$ cat src/hdl/unit_ball_projection_3d_unit_defines.svh
// Assertion macros for the unit ball projection block.
`ifndef UNIT_BALL_PROJECTION_3D_UNIT_DEFINES_SVH
`define UNIT_BALL_PROJECTION_3D_UNIT_DEFINES_SVH
`ifndef SYNTH
`define UBP_ASSERT_IMP(lbl, ante, cons) \
  lbl: assert property (@(posedge clk) disable iff (!rst_n) (ante) |-> (cons)) \
    else $error("assertion failed");
`define UBP_ASSERT_NXT(lbl, ante, cons) \
  lbl: assert property (@(posedge clk) disable iff (!rst_n) (ante) |=> (cons)) \
    else $error("assertion failed");
`else
`define UBP_ASSERT_IMP(lbl, ante, cons)
`define UBP_ASSERT_NXT(lbl, ante, cons)
`endif
`endif

$ cat src/hdl/ubp_pkg.sv
// Shared widths, constants and sideband types for the unit ball projection block.
package ubp_pkg;
  localparam int DATA_WIDTH = 16;
  localparam int FRAC_BITS  = 12;
  localparam int SW      = 2 * DATA_WIDTH;
  localparam int QW      = DATA_WIDTH + 2;
  localparam int NUMW    = DATA_WIDTH + FRAC_BITS + 2;
  localparam int DOTW    = DATA_WIDTH + FRAC_BITS + 2;
  localparam int PRW     = 2 * QW;
  localparam int SQ_LAT  = DATA_WIDTH;
  localparam int DIV_LAT = QW + 2;
  localparam logic [DATA_WIDTH-1:0] ONE = DATA_WIDTH'(1) << FRAC_BITS;

  typedef struct packed {
    logic                             mode;
    logic [2:0][DATA_WIDTH-1:0]       vec;
    logic [2:0][DATA_WIDTH-1:0]       grad;
  } sq_side_t;

  typedef struct packed {
    logic                             mode;
    logic                             clip;
    logic [DATA_WIDTH-1:0]            nrm;
    logic [DATA_WIDTH-1:0]            p;
    logic [2:0][DATA_WIDTH-1:0]       grad;
  } d1_side_t;

  typedef struct packed {
    logic                             mode;
    logic                             clip;
    logic [DATA_WIDTH-1:0]            nrm;
    logic [2:0][QW-1:0]               y;
    logic [2:0][QW-1:0]               gp;
  } d2_side_t;
endpackage

$ cat src/hdl/ubp_div.sv
// Pipelined restoring divider, one quotient bit per stage, signed result.
module ubp_div (
  input  logic                                clk,
  input  logic                                en,
  input  logic                                neg_in,
  input  logic [ubp_pkg::NUMW-1:0]            num_in,
  input  logic [ubp_pkg::DATA_WIDTH-1:0]      den_in,
  output logic signed [ubp_pkg::QW-1:0]       q_out
);
  import ubp_pkg::*;

  logic [DATA_WIDTH:0]   rem0_r;
  logic [QW-1:0]         low0_r;
  logic [DATA_WIDTH-1:0] den0_r;
  logic                  neg0_r;

  logic [DATA_WIDTH:0]   rem_r [QW];
  logic [QW-1:0]         low_r [QW];
  logic [DATA_WIDTH-1:0] den_r [QW];
  logic                  neg_r [QW];
  logic signed [QW-1:0]  q_r;

  always_ff @(posedge clk) begin
    if (en) begin
      rem0_r <= (DATA_WIDTH+1)'(num_in[NUMW-1:QW]);
      low0_r <= num_in[QW-1:0];
      den0_r <= den_in;
      neg0_r <= neg_in;
    end
  end

  genvar k;
  generate
    for (k = 0; k < QW; k++) begin : g_stage
      logic [DATA_WIDTH:0]   prem;
      logic [QW-1:0]         plow;
      logic [DATA_WIDTH-1:0] pden;
      logic                  pneg;
      logic [DATA_WIDTH:0]   t;
      if (k == 0) begin : g_first
        assign prem = rem0_r;
        assign plow = low0_r;
        assign pden = den0_r;
        assign pneg = neg0_r;
      end else begin : g_next
        assign prem = rem_r[k-1];
        assign plow = low_r[k-1];
        assign pden = den_r[k-1];
        assign pneg = neg_r[k-1];
      end
      assign t = {prem[DATA_WIDTH-1:0], plow[QW-1]};
      always_ff @(posedge clk) begin
        if (en) begin
          if (t >= {1'b0, pden}) begin
            rem_r[k] <= t - {1'b0, pden};
            low_r[k] <= {plow[QW-2:0], 1'b1};
          end else begin
            rem_r[k] <= t;
            low_r[k] <= {plow[QW-2:0], 1'b0};
          end
          den_r[k] <= pden;
          neg_r[k] <= pneg;
        end
      end
    end
  endgenerate

  always_ff @(posedge clk) begin
    if (en) begin
      q_r <= neg_r[QW-1] ? -$signed(low_r[QW-1]) : $signed(low_r[QW-1]);
    end
  end

  assign q_out = q_r;
endmodule
$ cat config.mk
export PLATFORM = sky130hd
export DESIGN_NAME = ubp_div
export DESIGN_NICKNAME = d
export VERILOG_FILES = /design/src/hdl/unit_ball_projection_3d_unit_defines.svh /design/src/hdl/ubp_pkg.sv /design/src/hdl/ubp_div.sv
export SDC_FILE = /design/constraint.sdc
export NUM_CORES = 1
export LEC_CHECK = 0
export BUFFER_PORTS_ARGS = -buffer_cell sky130_fd_sc_hd__buf_2
export CAP_MARGIN = 25
export CORE_ASPECT_RATIO = 0.9
export CORE_UTILIZATION = 68
export CTS_CLUSTER_SIZE = 40
export DETAILED_ROUTE_END_ITERATION = 6
export PLACE_DENSITY = 0.88
export SLEW_MARGIN = 20
export SYNTH_ARGS = -nofsm -noshare
export SYNTH_HDL_FRONTEND = slang
export SYNTH_SLANG_ARGS = --single-unit
$ cat constraint.sdc
create_clock -name clk -period 5.4 [get_ports clk]
set_input_delay 0 -clock clk [delete_from_list [all_inputs] [get_ports clk]]
set_output_delay 0 -clock clk [all_outputs]
set_load 0.02 [all_outputs]
Word-level counts from Yosys, hierarchy flattened --
Memory sizes are Yosys's and may differ from the RTL's. Cells that the tools add are included.
Storage, ports and cells: bits in writable memories 936, output and inout port bits 18, register bits 65, logic and storage cells 229, memories 4, bits of input ports 49
Cells by class: bitwise operators 36, add/sub/neg operators 19, magnitude comparators 18, mux-type cells 147
Memory list:
- low_r | words 18, width 18, read ports 18, clocked after memory_dff 0, write ports 18, line ubp_div.sv:18 | logic [QW-1:0] low_r [QW];
- rem_r | words 18, width 17, read ports 17, clocked after memory_dff 0, write ports 18, line ubp_div.sv:17 | logic [DATA_WIDTH:0] rem_r [QW];
- den_r | words 18, width 16, read ports 17, clocked after memory_dff 0, write ports 18, line ubp_div.sv:19 | logic [DATA_WIDTH-1:0] den_r [QW];
- neg_r | words 18, width 1, read ports 18, clocked after memory_dff 0, write ports 18, line ubp_div.sv:20 | logic neg_r [QW];
Operators with widths (number):
- 18-bit two-way mux | 19
- 17-bit two-way mux | 18
- 17-bit by 16-bit greater-or-equal comparator with 1-bit output | 17
- 17-bit by 16-bit subtractor with 17-bit output | 17
- 1-bit two-way mux | 110
- 1-bit OR | 36
- 18-bit negator | 1
- 13-bit by 16-bit subtractor with 17-bit output | 1
- 13-bit by 16-bit greater-or-equal comparator with 1-bit output | 1

Depth between registers and ports, before layout --
An unclocked memory read counts as a cell.
word-level depth 6, depth in mapped cells 12, gate-level depth less buffers 10

Worst setup path before layout --
Ideal clock, no wire load.
path kind register to register, start mem den_r[13][1], end mem rem_r[7][10] (netlist name) (data pin), cell stages (with the launch flop) 11, required time 5.140 ns, path buffers 1, arrival time 2.449 ns, clock period less this slack 2.710 ns, setup slack 2.690 ns, cells stage by stage edfxtp_1 > inv_1 > ha_1 > nor2b_4 > o31a_1 > o21ai_2 > o21a_2 > o221ai_2 > a211oi_4 > buf_6 > mux2_4
RTL lines (line):
- from (decl) | ubp_div.sv:19
- to (decl) | ubp_div.sv:17

==> impl_metrics.toml <==
[cts]
clock_sinks = 951
numCtsBuffers = 92
clk_latency_ns = 0.66
clockBufferDepth = 3
postCtsSetupBuffers = 0
htreeDepth = 3
cts_root_buffer = "clkbuf_16"
clk_pin_slew_ns = 0.06
cts_tree = "built"

[final_layout]
nets = 4027
final_common_cell = "edfxtp_1"
diodes = 0
drive_above_1_share_pct = 12.1
area_growth_pct = 10.1
num-fill-cells = 3861
layout_common_cells = "950 x edfxtp_1, 363 x inv_1, 286 x ha_1, 220 x a21oi_1, 198 x nand2_1"

[floorplanning]
core_um2 = 67500
die_h_um = 250
die_w_um = 278
die-area_um2 = 69600
io_pins = 67
rows = 90
initial_core_util_pct = 69.1

[synthesis]
ys.warnings.count = 0
synth_seq_area_share_pct = 61.2
synth-edff-count = 950
syn_area_um2 = 46600
syn_nets = 3877
synthCells = 3525
ys_types = 88
async_flop_share_pct = 0
syn_area_per_cell_um2 = 13.2
ys_seq_elements = 951
synth_ff_type = "edfxtp_1"

[routing]
drt_first_iter_violations = 2714
vias = 28600
drt_wl_total_um = 93300
drt-pass1-iter-count = 7
wl_per_cell_um = 20.2
drc = 0
antenna_left = 0
vias_per_cell = 6.17

[worst_setup_path]
regToRegSetupSlack_ns = 1.81
end_kind = "flop"
start_kind = "flop"
crit_fanout = 17
worstPathArrival_ns = 3.99
crit_type = "reg -> reg"
cp.required_ns = 5.80

[global_route]
grt_pass1_vias = 28600
overflow = 0
grt_use_total_pct = 26.7
grt_pass1_wl_um = 147000
grt_start_max_net_pins = 93
antenna_found_initial = 0

[power_and_ir_drop]
vdd_drop_max_uv = 306
power_density_nw_per_um2 = 526
p_leak_nw = 20.1

[place]
numPortBuffers = 66
gp_congestion = 0.914
post-dp-hpwl_um = 61200

[sta]
hold_ws_ns = 0.0399
clock.fmax_mhz = 278
rsz0062_at_grt = "false"
fin_tns_setup_ns = 0
slew-limit-headroom_pct = 35.8
slew_violations = 0
skew_ns = 0.0348
setup_viol = 0
tightest_slew_ns = 0.963
finalCritPeriodShare_pct = 66.5
period_minus_slack_ns = 3.59
hold_viol = 0

[hold_path]
hp-class = "in -> reg"

[outcome]
status = "finished clean"

[job]
maxCapViolCount = 0
area by class of cell:
cell class              count  area, µm²  share of cell area (%)
flip-flops and latches    951      28500                    55.6
multi-input cells        2130      16200                    31.6
clock buffers             106       2350                    4.59
inverters                 363       1360                    2.65
well taps                 874       1090                    2.13
repair buffers            137       1080                    2.10
clock inverters            68        677                    1.32
per-layer routing:
metal / vias up / routed length [µm] / GRT usage [%]
met5: - / 0 / 0
met4: 0 / 4420 / 13.2
met3: 313 / 4720 / 3.40
met2: 1162 / 48700 / 48.4
met1: 13800 / 35500 / 31.4
li1: 13300 / - / -
per-stage QoR:
step	instance area (µm²)	util (%)	worst slack, ns	instances	total power [W]
6_report	51300	76.1	1.81	4629	0.0270
5_1_grt	51300	76.1	1.70	4629	0.0283
4_1_cts	51200	76.0	1.88	4625	0.0269
3_5_place_dp	47700	70.8	1.99	4403	0.0202
3_3_place_gp	47700	70.7	2.08	4402	0.0198
2_1_floorplan	46600	-	2.69	3525	0.0182
power by group:
part	switching [W]	internal, W
registers	0.000816	0.0100
logic	0.00531	0.00442
clock network	0.00284	0.00356
synthesized netlist by cell type, types with 40 or more instances:
| cell | count | share of area, % |
|---|---|---|
| nand4_1 | 40 | 0.54 |
| edfxtp_1 | 950 | 61 |
| ha_1 | 286 | 7.7 |
| o21a_1 | 56 | 0.90 |
| a21oi_1 | 221 | 2.4 |
| xor2_1 | 72 | 1.4 |
| a21o_1 | 43 | 0.69 |
| clkbuf_1 | 45 | 0.36 |
| nand2_1 | 198 | 1.6 |
| inv_1 | 363 | 2.9 |
| xnor2_1 | 140 | 2.6 |
| o21ai_0 | 144 | 1.5 |
| mux2_2 | 167 | 4.0 |
| nor2_1 | 197 | 1.6 |
logic make-up after synthesis:
| group | share of synthesized area, % |
|---|---|
| simple gates | 6.88 |
| fa+ha+maj | 8.40 |
| buf+inv | 3.97 |
| flops | 61.2 |
| mux | 5.46 |
| compound gates | 10.1 |
| xor+xnor | 3.98 |
path summary, 6_finish.rpt:
check	cells past startpoint	end	startpoint
max	9	rem_r[3][21]$_DFFE_PP_	den_r[6][1]$_DFFE_PP_
min	2	g_stage[0].prem[9]$_DFFE_PP_	num_in[27]
max reg2reg	9	rem_r[3][21]$_DFFE_PP_	den_r[6][1]$_DFFE_PP_
min reg2reg	0	low_r[1][3]$_DFFE_PP_	low_r[0][2]$_DFFE_PP_
sequential cells by signal, indices dropped and copies added (netlist names):
signal / flops
low_r: 324
den_r: 272
rem_r: 272
g_stage.plow: 18
neg_r: 18
q_out: 18
den0_r: 16
g_stage.prem: 12
g_stage.pneg: 1
worst max-delay path: stages (launching register included):
cell,delay (ns)
edfxtp_1,0.47
inv_1,0.07
ha_1,0.31
nor2b_1,0.24
o31ai_2,0.10
a21oi_2,0.22
a31oi_4,0.14
o31ai_1,0.60
a211o_1,0.75
mux2_2,0.43
timing repair:
item / CTS / global route
gates resized for setup: 0 / 0
hold buffers: 48 / 0
endpoints found under the hold margin: 114 / 0
Power figures use the tool's default switching activity.
